$ cat src/design/pkl_pkg.sv
// ----------------------------------------------------------------------------
// pkl_pkg: shared types and constants for the peer link keepalive block
// Item layouts, register indexes, configuration and result records.
// ----------------------------------------------------------------------------
`default_nettype none

package pkl_pkg;

    // Address handling: only the low ADDR_BYTES bytes, at most 48 bits, compare
    localparam int ADDR_BYTES = 6;
    localparam int ADDR_W     = 48;
    localparam int USED_BITS  = (8 * ADDR_BYTES > ADDR_W) ? ADDR_W : 8 * ADDR_BYTES;
    localparam logic [ADDR_W-1:0] ADDR_MASK = {ADDR_W{1'b1}} >> (ADDR_W - USED_BITS);
    localparam logic [ADDR_W-1:0] BCAST_ADDR = {ADDR_W{1'b1}};

    localparam logic [7:0] MISS_SAT = 8'hFF;

    // Stream widths
    localparam int S_TDATA_W = 96;
    localparam int M_TDATA_W = 104;
    localparam int CFG_IDX_W = 3;
    localparam int CFG_DAT_W = 32;

    // Input item bit positions in s_tdata
    localparam int S_SRC_LSB  = 0;
    localparam int S_RSSI_LSB = 48;
    localparam int S_TAG_LSB  = 56;
    localparam int S_REQ_BIT  = 88;
    localparam int S_TEAM_BIT = 89;

    // Result item bit positions in m_tdata
    localparam int M_TXV_BIT     = 0;
    localparam int M_DEST_LSB    = 1;
    localparam int M_TXREQ_BIT   = 49;
    localparam int M_TXTEAM_BIT  = 50;
    localparam int M_UP_BIT      = 51;
    localparam int M_DOWN_BIT    = 52;
    localparam int M_LINKED_BIT  = 53;
    localparam int M_PARTNER_LSB = 54;

    // Input item kinds (carried in s_tuser)
    localparam logic FUNC_FRAME = 1'b0;
    localparam logic FUNC_TICK  = 1'b1;

    // Register indexes
    typedef enum logic [CFG_IDX_W-1:0] {
        REG_ENABLE       = 3'd0,
        REG_OWN_TEAM     = 3'd1,
        REG_RSSI_IDLE    = 3'd2,
        REG_RSSI_LINKED  = 3'd3,
        REG_PING_PERIOD  = 3'd4,
        REG_RETRY_TMO    = 3'd5,
        REG_MAX_RETRIES  = 3'd6,
        REG_EXPECTED_TAG = 3'd7
    } reg_idx_t;

    typedef struct packed {
        logic              enable;
        logic              own_blue_team;
        logic signed [7:0] rssi_min_idle;
        logic signed [7:0] rssi_min_linked;
        logic [15:0]       ping_period;
        logic [15:0]       retry_timeout;
        logic [7:0]        max_retries;
        logic [31:0]       expected_tag;
    } cfg_t;

    typedef struct packed {
        logic              func;
        logic [ADDR_W-1:0] sender_addr;
        logic signed [7:0] rssi;
        logic [31:0]       frame_tag;
        logic              ping_req;
        logic              peer_blue_team;
    } in_item_t;

    typedef struct packed {
        logic              tx_valid;
        logic [ADDR_W-1:0] tx_dest;
        logic              tx_request;
        logic              tx_blue_team;
        logic              link_up_event;
        logic              link_down_event;
        logic              linked;
        logic [ADDR_W-1:0] partner_addr;
    } result_t;

endpackage

`default_nettype wire

$ cat src/design/pkl_cfg_regs.sv
// ----------------------------------------------------------------------------
// pkl_cfg_regs: configuration register file
// Takes one register write per cycle and presents all settings as a record.
// ----------------------------------------------------------------------------
`default_nettype none

module pkl_cfg_regs
    import pkl_pkg::*;
(
    input  wire logic                 aclk,
    input  wire logic                 aresetn,
    input  wire logic                 cfg_valid,
    output logic                      cfg_ready,
    input  wire logic [CFG_IDX_W-1:0] cfg_index,
    input  wire logic [CFG_DAT_W-1:0] cfg_data,
    output cfg_t                      cfg
);

    cfg_t cfg_reg;
    cfg_t cfg_next;

    assign cfg_ready = 1'b1;
    assign cfg       = cfg_reg;

    // Decode the write
    always_comb begin
        cfg_next = cfg_reg;
        if (cfg_valid) begin
            case (reg_idx_t'(cfg_index))
                REG_ENABLE:       cfg_next.enable          = cfg_data[0];
                REG_OWN_TEAM:     cfg_next.own_blue_team   = cfg_data[0];
                REG_RSSI_IDLE:    cfg_next.rssi_min_idle   = cfg_data[7:0];
                REG_RSSI_LINKED:  cfg_next.rssi_min_linked = cfg_data[7:0];
                REG_PING_PERIOD:  cfg_next.ping_period     = cfg_data[15:0];
                REG_RETRY_TMO:    cfg_next.retry_timeout   = cfg_data[15:0];
                REG_MAX_RETRIES:  cfg_next.max_retries     = cfg_data[7:0];
                REG_EXPECTED_TAG: cfg_next.expected_tag    = cfg_data[31:0];
                default:          cfg_next = cfg_reg;
            endcase
        end
    end

    always_ff @(posedge aclk) begin
        if (!aresetn) begin
            cfg_reg.enable          <= 1'b0;
            cfg_reg.own_blue_team   <= 1'b0;
            cfg_reg.rssi_min_idle   <= 8'sh80;
            cfg_reg.rssi_min_linked <= 8'sh80;
            cfg_reg.ping_period     <= 16'd1000;
            cfg_reg.retry_timeout   <= 16'd200;
            cfg_reg.max_retries     <= 8'd3;
            cfg_reg.expected_tag    <= 32'd0;
        end else begin
            cfg_reg <= cfg_next;
        end
    end

endmodule

`default_nettype wire

$ cat src/design/pkl_engine.sv
// ----------------------------------------------------------------------------
// pkl_engine: link state and per-item decision logic
// Holds the link state; for each item presented it updates the state and
// forms the result in one pass of compares and counter updates.
// ----------------------------------------------------------------------------
`default_nettype none

module pkl_engine
    import pkl_pkg::*;
(
    input  wire logic     aclk,
    input  wire logic     aresetn,
    input  wire logic     step,
    input  wire in_item_t item,
    input  wire cfg_t     cfg,
    output result_t       result
);

    logic              link_reg,    link_next;
    logic [ADDR_W-1:0] partner_reg, partner_next;
    logic              seen_reg,    seen_next;
    logic [7:0]        miss_reg,    miss_next;
    logic [15:0]       cd_reg,      cd_next;
    logic              started_reg, started_next;

    logic [ADDR_W-1:0] src;
    logic signed [7:0] thr;
    logic              frame_ok;
    logic              same_peer;
    logic [15:0]       cd_dec;
    logic [7:0]        miss_inc;
    logic              fire;
    logic [15:0]       load_raw;

    assign src       = item.sender_addr & ADDR_MASK;
    assign thr       = link_reg ? cfg.rssi_min_linked : cfg.rssi_min_idle;
    assign frame_ok  = ($signed(item.rssi) >= $signed(thr)) &&
                       (item.frame_tag == cfg.expected_tag);
    assign same_peer = (partner_reg == src);
    assign cd_dec    = (cd_reg != 16'd0) ? cd_reg - 16'd1 : 16'd0;
    assign miss_inc  = (miss_reg == MISS_SAT) ? MISS_SAT : miss_reg + 8'd1;

    // Next state and result
    always_comb begin
        link_next    = link_reg;
        partner_next = partner_reg;
        seen_next    = seen_reg;
        miss_next    = miss_reg;
        cd_next      = cd_reg;
        started_next = started_reg;
        fire         = 1'b0;
        load_raw     = 16'd0;
        result       = '0;

        if (!cfg.enable) begin
            // disabled: ticks clear the link, frames do nothing
            if (item.func == FUNC_TICK) begin
                link_next    = 1'b0;
                partner_next = '0;
                miss_next    = 8'd0;
                cd_next      = 16'd0;
                started_next = 1'b0;
            end
        end else if (item.func == FUNC_FRAME) begin
            if (frame_ok) begin
                if (item.ping_req) begin
                    if ((item.peer_blue_team != cfg.own_blue_team) &&
                        (!link_reg || same_peer)) begin
                        result.tx_valid     = 1'b1;
                        result.tx_dest      = src;
                        result.tx_request   = 1'b0;
                        result.tx_blue_team = cfg.own_blue_team;
                    end
                end else if (!link_reg) begin
                    link_next            = 1'b1;
                    seen_next            = 1'b1;
                    miss_next            = 8'd0;
                    partner_next         = src;
                    result.link_up_event = 1'b1;
                end else if (same_peer) begin
                    seen_next = 1'b1;
                    miss_next = 8'd0;
                end
            end
        end else begin
            // tick
            if (!started_reg) begin
                started_next = 1'b1;
                fire         = 1'b1;
            end else begin
                cd_next = cd_dec;
                if (cd_dec == 16'd0) begin
                    fire = 1'b1;
                    if (!seen_reg && link_reg) begin
                        miss_next = miss_inc;
                        if (miss_inc >= cfg.max_retries) begin
                            link_next              = 1'b0;
                            partner_next           = '0;
                            miss_next              = 8'd0;
                            result.link_down_event = 1'b1;
                        end
                    end
                end
            end
            if (fire) begin
                seen_next           = 1'b0;
                result.tx_valid     = 1'b1;
                result.tx_dest      = link_next ? partner_next : BCAST_ADDR;
                result.tx_request   = 1'b1;
                result.tx_blue_team = cfg.own_blue_team;
                load_raw = (miss_next != 8'd0) ? cfg.retry_timeout : cfg.ping_period;
                cd_next  = (load_raw != 16'd0) ? load_raw : 16'd1;
            end
        end

        result.linked       = link_next;
        result.partner_addr = partner_next;
    end

    always_ff @(posedge aclk) begin
        if (!aresetn) begin
            link_reg    <= 1'b0;
            partner_reg <= '0;
            seen_reg    <= 1'b0;
            miss_reg    <= 8'd0;
            cd_reg      <= 16'd0;
            started_reg <= 1'b0;
        end else if (step) begin
            link_reg    <= link_next;
            partner_reg <= partner_next;
            seen_reg    <= seen_next;
            miss_reg    <= miss_next;
            cd_reg      <= cd_next;
            started_reg <= started_next;
        end
    end

endmodule

`default_nettype wire

$ cat src/design/peer_link_keepalive_top.sv
// ----------------------------------------------------------------------------
// peer_link_keepalive_top: ping-based link keeper with a single peer
// Registers each input item, runs it through the link engine and holds the
// result in an output register until it is taken.
//
//   channel | direction | handshake          | payload
//   s_      | in        | s_tvalid/s_tready  | s_tuser func, s_tdata frame fields
//   m_      | out       | m_tvalid/m_tready  | m_tdata result fields
//   cfg_    | in        | cfg_valid/cfg_ready| cfg_index, cfg_data
//
// Each item goes from acceptance into the input register, then through the
// engine into the output register.
// One item is accepted per cycle while the result side keeps taking items.
// A stalled result holds the output register and, behind it, the input register.
// Reset is synchronous and active low; it clears the valid flags and restores config and link defaults.
// ----------------------------------------------------------------------------
`default_nettype none

module peer_link_keepalive_top
    import pkl_pkg::*;
(
    input  wire logic                 aclk,
    input  wire logic                 aresetn,
    // input items
    input  wire logic                 s_tvalid,
    output logic                      s_tready,
    // [0] func
    input  wire logic                 s_tuser,
    // [47:0] sender_addr, [55:48] rssi, [87:56] frame_tag, [88] ping_req,
    // [89] peer_blue_team, [95:90] zero
    input  wire logic [S_TDATA_W-1:0] s_tdata,
    // result items
    output logic                      m_tvalid,
    input  wire logic                 m_tready,
    // [0] tx_valid, [48:1] tx_dest, [49] tx_request, [50] tx_blue_team,
    // [51] link_up_event, [52] link_down_event, [53] linked,
    // [101:54] partner_addr, [103:102] zero
    output logic [M_TDATA_W-1:0]      m_tdata,
    // configuration writes
    input  wire logic                 cfg_valid,
    output logic                      cfg_ready,
    input  wire logic [CFG_IDX_W-1:0] cfg_index,
    input  wire logic [CFG_DAT_W-1:0] cfg_data
);

    cfg_t     cfg;
    in_item_t in_reg;
    logic     in_valid_reg;
    result_t  res;
    result_t  out_reg;
    logic     out_valid_reg;
    logic     advance;

    pkl_cfg_regs u_cfg (
        .aclk      (aclk),
        .aresetn   (aresetn),
        .cfg_valid (cfg_valid),
        .cfg_ready (cfg_ready),
        .cfg_index (cfg_index),
        .cfg_data  (cfg_data),
        .cfg       (cfg)
    );

    // item moves from input register to output register
    assign advance  = in_valid_reg && (!out_valid_reg || m_tready);
    assign s_tready = !in_valid_reg || advance;

    pkl_engine u_engine (
        .aclk    (aclk),
        .aresetn (aresetn),
        .step    (advance),
        .item    (in_reg),
        .cfg     (cfg),
        .result  (res)
    );

    // input register
    always_ff @(posedge aclk) begin
        if (!aresetn) begin
            in_valid_reg <= 1'b0;
        end else if (s_tready) begin
            in_valid_reg <= s_tvalid;
        end
    end

    always_ff @(posedge aclk) begin
        if (s_tvalid && s_tready) begin
            in_reg.func           <= s_tuser;
            in_reg.sender_addr    <= s_tdata[S_SRC_LSB +: ADDR_W];
            in_reg.rssi           <= s_tdata[S_RSSI_LSB +: 8];
            in_reg.frame_tag      <= s_tdata[S_TAG_LSB +: 32];
            in_reg.ping_req       <= s_tdata[S_REQ_BIT];
            in_reg.peer_blue_team <= s_tdata[S_TEAM_BIT];
        end
    end

    // output register
    always_ff @(posedge aclk) begin
        if (!aresetn) begin
            out_valid_reg <= 1'b0;
        end else if (advance) begin
            out_valid_reg <= 1'b1;
        end else if (m_tready) begin
            out_valid_reg <= 1'b0;
        end
    end

    always_ff @(posedge aclk) begin
        if (advance) begin
            out_reg <= res;
        end
    end

    assign m_tvalid = out_valid_reg;

    always_comb begin
        m_tdata                               = '0;
        m_tdata[M_TXV_BIT]                    = out_reg.tx_valid;
        m_tdata[M_DEST_LSB +: ADDR_W]         = out_reg.tx_dest;
        m_tdata[M_TXREQ_BIT]                  = out_reg.tx_request;
        m_tdata[M_TXTEAM_BIT]                 = out_reg.tx_blue_team;
        m_tdata[M_UP_BIT]                     = out_reg.link_up_event;
        m_tdata[M_DOWN_BIT]                   = out_reg.link_down_event;
        m_tdata[M_LINKED_BIT]                 = out_reg.linked;
        m_tdata[M_PARTNER_LSB +: ADDR_W]      = out_reg.partner_addr;
    end

endmodule

`default_nettype wire

$ cat config.mk
export PLATFORM = sky130hd
export DESIGN_NAME = peer_link_keepalive_top
export DESIGN_NICKNAME = d
export VERILOG_FILES = /design/src/design/pkl_pkg.sv /design/src/design/pkl_cfg_regs.sv /design/src/design/pkl_engine.sv /design/src/design/peer_link_keepalive_top.sv
export SDC_FILE = /design/constraint.sdc
export NUM_CORES = 1
export LEC_CHECK = 0
export CAP_MARGIN = 20
export CELL_PAD_IN_SITES_DETAIL_PLACEMENT = 2
export CELL_PAD_IN_SITES_GLOBAL_PLACEMENT = 2
export CORE_ASPECT_RATIO = 0.5
export CORE_MARGIN = 4
export CORE_UTILIZATION = 38
export CTS_CLUSTER_DIAMETER = 100
export DETAILED_ROUTE_END_ITERATION = 8
export DONT_BUFFER_PORTS = 1
export PLACE_DENSITY = 0.81
export SETUP_SLACK_MARGIN = 0.05
export SYNTH_ARGS = -nofsm -noshare
export SYNTH_HDL_FRONTEND = slang
export SYNTH_HIERARCHICAL = 1
export SYNTH_SLANG_ARGS = --single-unit
export TNS_END_PERCENT = 30
$ cat constraint.sdc
create_clock -name aclk -period 7.6 [get_ports aclk]
set_input_delay 1.14 -clock aclk [delete_from_list [all_inputs] [get_ports aclk]]
set_output_delay 1.14 -clock aclk [all_outputs]
set_load 0.05 [all_outputs]
Word level (Yosys, flattened, before mapping)
Index checks and enable logic that the tools add are counted.
Widths: inputs -> output; s select.
{ "totals": {"register_bits": 360, "inputBits": 137, "out_inout_bits": 107, "word_cells": 153} }
{ "op_classes": {"addsub": 2, "order_cmp": 2, "eq_ne": 15, "n_mux": 68, "bitwise": 2, "n_reduce_logical": 34} }
{ "op_table": {"columns": ["operator", "n"], "rows": [
  ["$mux 48", 11],
  ["$mux 51", 4],
  ["$mux 16", 8],
  ["$mux 8", 15],
  ["$mux 52", 1],
  ["$eq 48x48->1", 1],
  ["$eq 32x32->1", 1],
  ["$reduce_bool 16->1", 2],
  ["$mux 1", 29],
  ["$reduce_and 2->1", 9],
  ["$ge 8x8->1", 2],
  ["$logic_not 16->1", 1],
  ["$sub 16x1->16 const B", 1],
  ["$eq 3x3->1 const B", 4],
  ["$reduce_and 5->1", 2],
  ["$add 8x1->8 const B", 1],
  ["$eq 8x8->1 const B", 1],
  ["$reduce_bool 8->1", 1],
  ["$eq 3x2->1 const B", 2],
  ["$reduce_and 6->1", 1],
  ["$reduce_bool 2->1", 3],
  ["$logic_and 1x1->1", 5],
  ["$logic_not 1->1", 4],
  ["$ne 2x1->1 const B", 2],
  ["other kinds (9)", 12]
]} }

Logic depth before layout (Yosys ltp)
{ "depth": {"depth_word": 16, "ltp_mapped": 16, "depth_no_buf": 13} }

Modules after synthesis
The synthesis kept the hierarchy.
{ "modules_own_cells": {"columns": ["module", "instances", "cells_each", "area_per_inst_um2"], "rows": [
  ["pkl_engine", 1, 777, 6177.2],
  ["peer_link_keepalive_top", 1, 205, 5918.2],
  ["pkl_cfg_regs", 1, 349, 3508.4]
]} }

Worst setup path after synthesis
No wires, ideal clock.
{ "synth_timing": {"path_kind": "in2reg", "startpoint": "input port m_tready", "endpoint": "register u_engine.cd_reg[5]", "setup_ns": 0.079, "t_arrival_ns": 7.343, "path_slack_ns": 0.178, "cell_stages": 11, "path_buffers": 2, "path_cell_list": "nor2b_4 -> nor2b_1 -> clkbuf_1 -> and4_1 -> nand2_1 -> or2_2 -> a21o_1 -> clkbuf_1 -> o21ai_0 -> nand2_1 -> o211ai_1"} }
{ "synth_via": {"elab_chain_len": 3} }
{ "synth_lines": {"columns": ["element", "line_no", "text"], "rows": [
  ["from (decl)", "peer_link_keepalive_top.sv:34", "input wire logic m_tready,"],
  ["$logic_or 1x1->1", "peer_link_keepalive_top.sv:65", "assign advance = in_valid_reg && (!out_valid_reg || m_tready);"],
  ["$logic_and 1x1->1", "peer_link_keepalive_top.sv:65", null],
  ["named net advance", "peer_link_keepalive_top.sv:52", "logic advance;"],
  ["$reduce_and 3->1 (no source line)", null, null],
  ["to (signal assigned)", "pkl_engine.sv:133", "cd_reg <= cd_next;"],
  ["to (decl)", "pkl_engine.sv:23", "logic [15:0] cd_reg, cd_next;"]
]} }
The timed path passes the listed nets, and every way through them passes these cells.
A chain may end at the register's enable or synchronous reset.

Worst setup path after layout
{ "layout_timing": {"startpoint": "register u_engine.link_reg", "endpoint": "register u_engine.partner_reg[29]"} }
{ "layout_via": {"elab_chain_len": 6, "elab_cells_between_ends": 12, "cone_classes": "order compare: 1; mux: 9; reduce/logical: 2"} }
{ "layout_lines": {"columns": ["element", "line_no", "text"], "rows": [
  ["from (decl)", "pkl_engine.sv:19", "logic link_reg, link_next;"],
  ["from (signal assigned)", "pkl_engine.sv:129", "link_reg <= link_next;"],
  ["$mux 8 or $logic_and 1x1->1 (tied branches)", "pkl_engine.sv:36, pkl_engine.sv:94", null],
  ["$ge 8x8->1 or $mux 48 (tied branches)", "pkl_engine.sv:37, pkl_engine.sv:94", null],
  ["$logic_and 1x1->1 or $mux 48 (tied branches)", "pkl_engine.sv:37, pkl_engine.sv:92", null],
  ["$mux 48 (on tied branches)", "pkl_engine.sv:65, pkl_engine.sv:87", null],
  ["$mux 48 *", "pkl_engine.sv:64", "end else if (item.func == FUNC_FRAME) begin"],
  ["$mux 48 *", "pkl_engine.sv:55", "if (!cfg.enable) begin"],
  ["to (signal assigned)", "pkl_engine.sv:130", "partner_reg <= partner_next;"],
  ["to (decl)", "pkl_engine.sv:20", "logic [ADDR_W-1:0] partner_reg, partner_next;"]
]} }
Mark *: on every way between the ends. The rest lies on a longest branch, timed or not.

==> reports/qor.yml <==
flow_run:
  maxCapViolations: 0
clock_tree:
  clock_sinks: 360
  cts_tree: "built"
  htreeDepth: 2
  post_cts_buffers: 0
  post_cts_resized: 0
  ctsRootBufferMaster: "clkbuf_16"
  hold_buffers: 0
  clk_pin_slew_worst_paths_ns: 0.07
  cts_max_path_buffers: 3
  cts-buffers-inserted: 36
  clkLatencyLatePin_ns: 0.54
power:
  powerDensity_nw_per_um2: 243
  p_leak_uw: 0.00678
  peakVddDrop_mv: 0.132
floorplanning:
  die_h_um: 151
  fp.dieW_um: 295
  die_area_um2: 44600
  ios: 244
  coreArea_um2: 40500
  rows: 52
  start_util_pct: 38.6
final_layout:
  largest_reg_flops: 102
  layout.cells.non_filler: 1879
  area_growth_pct: 10.3
  drive_above_1_share_pct: 6.64
  regArea_um2: 9140
  nNetsFinal: 1454
  multi_input_area_um2: 5820
  fillCellCount: 4085
global_routing:
  overflow: 0
  grt_util_met1_pct: 24.1
  grt_pass1_wl_mm: 73.2
  grt.total_usage_pct: 21.6
  antenna_found_initial: 11
  grt_max_degree: 138
  top_usage_layer: "met2"
  use_met2_pct: 41.1
  grt_pass1_vias: 11700
  use_met3_pct: 4.13
timing:
  tightestPinTransition_ns: 1.17
  fin_tns_setup_ns: 0
  grt_setup_unrepaired: "false"
  final_max_slew_viol_count: 0
  fin_crit_sh_pct: 67.3
  setup_viol: 0
  clock.fmax_ghz: 0.196
  final.min_clock_period_ns: 5.11
  skew_ns: 0.0346
  slew_headroom_pct: 21.8
  final_hold_viol_count: 0
synthesis:
  yosysWarnings: 6
  syn_inst: 1331
  synth_top_cell_by_area: "edfxtp_1"
  netlist_area_um2: 15600
  yosys.cell_count.top_type: "edfxtp_1"
  synth_cell_type_count: 74
  synth.area.top_cells: "edfxtp_1 (37%), dfxtp_1 (21%), mux2i_1 (7.2%), a22o_1 (5.8%), o21ai_0 (3.9%)"
  avgSynthCellArea_um2: 11.7
  ys_ff_latch: 360
  ys.flop_type: "edfxtp_1"
  ys_async_sr_fraction_pct: 0
  synthDominantCellAreaShare_pct: 37.1
  synth_edf_count: 193
  netlist_top_cells_count: "edfxtp_1 (193), dfxtp_1 (167), nand2_1 (141), o21ai_0 (121), mux2i_1 (113)"
  yosysSeqAreaShare_pct: 58.6
critical_path:
  crit_required_ns: 8.06
  critical_path_class: "reg2reg"
  crit_start: "u_engine/link_reg$_SDFFE_PN0P_"
  crit_path_max_incr_delay_ns: 1.09
  cp_max_fo: 50
  r2r-start: "u_engine/link_reg$_SDFFE_PN0P_"
  worst-r2r-setup-slack_ns: 2.49
  slowest_stage: "and3_2"
  crit_chain: "mux2_2, ha_1, nor3b_1, o21a_1, o21ai_0, nand4_1, nor4_4, buf_4, and3_2, a22o_1"
  worstPathArrival_ns: 5.57
  cp_num_buf_inv: 1
  crit_path_end_kind: "flip-flop"
  startpoint_type: "flip-flop"
  path_delay_family: "simple AND/OR/NAND/NOR gates"
detailed_routing:
  vias_per_cell: 5.65
  drt-total-wl_mm: 50.4
  antenna_left: 0
  detailedRoute.firstPassIterationCount: 5
  drt_iter0_markers: 730
  drc_errors: 0
  num_vias: 10600
  wire_per_inst_um: 26.8
placement:
  place_congestion: 0.793
  place_hpwl_mm: 34.1
  place_inst: 1799
  io_buffers: 0
min_path:
  hp-start: "u_cfg/cfg[40]$_SDFFE_PN0P_"
  hold_class: "reg2reg"
status:
  run_status: "finished clean"
final timing paths:
check,end,cells past startpoint
setup reg to reg,u_engine/partner_reg[29]$_SDFFE_PN0P_,10
hold / removal,u_cfg/cfg[40]$_SDFFE_PN0P_,2
hold reg to reg,u_cfg/cfg[40]$_SDFFE_PN0P_,2
setup / recovery,u_engine/partner_reg[29]$_SDFFE_PN0P_,10
cells by family (layout without fill, tap and decap cells):
kind of cell | count (synthesis) | count (layout) | synth area share (%)
simple gates | 292 | 292 | 9.74
mux | 115 | 115 | 7.42
compound gates | 297 | 297 | 13.3
flops | 360 | 360 | 58.6
fa+ha+maj | 19 | 19 | 1.52
buf+inv | 158 | 152 | 4.48
other cells | 2 | 16 | 0.0481
xor+xnor | 88 | 88 | 4.94
through the flow:
step           total power [µW]  cell area [µm²]  util, %  worst slack, ns  hold WS, ns
3_5_place_dp               2450            16000     39.6             2.68        0.462
5_1_grt                    4320            17200     42.5             2.35        0.500
6_report                   4190            17200     42.5             2.49        0.467
3_3_place_gp               2430            16000     39.5             2.90        0.448
2_1_floorplan              2400            15600        -            0.178        0.434
4_1_cts                    4230            17200     42.4             2.61        0.471
layout make-up:
cell class / instances / share of cell area, %
Sequential cell: 360 / 53.1
Multi-Input combinational cell: 814 / 33.8
Inverter: 73 / 1.59
Timing Repair Buffer: 13 / 0.684
Clock inverter: 20 / 0.764
Antenna cell: 13 / 0.189
Tap cell: 540 / 3.93
Clock buffer: 46 / 5.93
per-layer routing:
metal	wire, µm	part of all wire (%)
met5	0	0
met4	1800	3.6
met3	1790	3.5
met2	27200	54
met1	19600	39
report_power, final:
part           switching (µW)  total [µW]  internal, µW
Sequential                138        2260          2120
Clock                     788        1780           990
Combinational             107         154          46.5
Total                    1030        4190          3160
layout by cell type, fill, tap and decap left out, drive strengths merged, types with 19 or more instances in the layout:
cell type / count
edfxtp: 193
dfxtp: 167
nand2: 141
o21ai: 122
mux2i: 113
a22o: 104
inv: 75
xor2: 67
clkbuf: 46
nor4: 30
nor2b: 24
xnor2: 21
ha: 19
worst register-to-register path, stage by stage (launching register included):
cell	delay (ns)
dfxtp_1	0.99
mux2_2	0.44
ha_1	0.29
nor3b_1	0.05
o21a_1	0.19
o21ai_0	0.25
nand4_1	0.45
nor4_4	0.30
buf_4	0.63
and3_2	1.09
a22o_1	0.37
(Power assumes the default switching activity.)
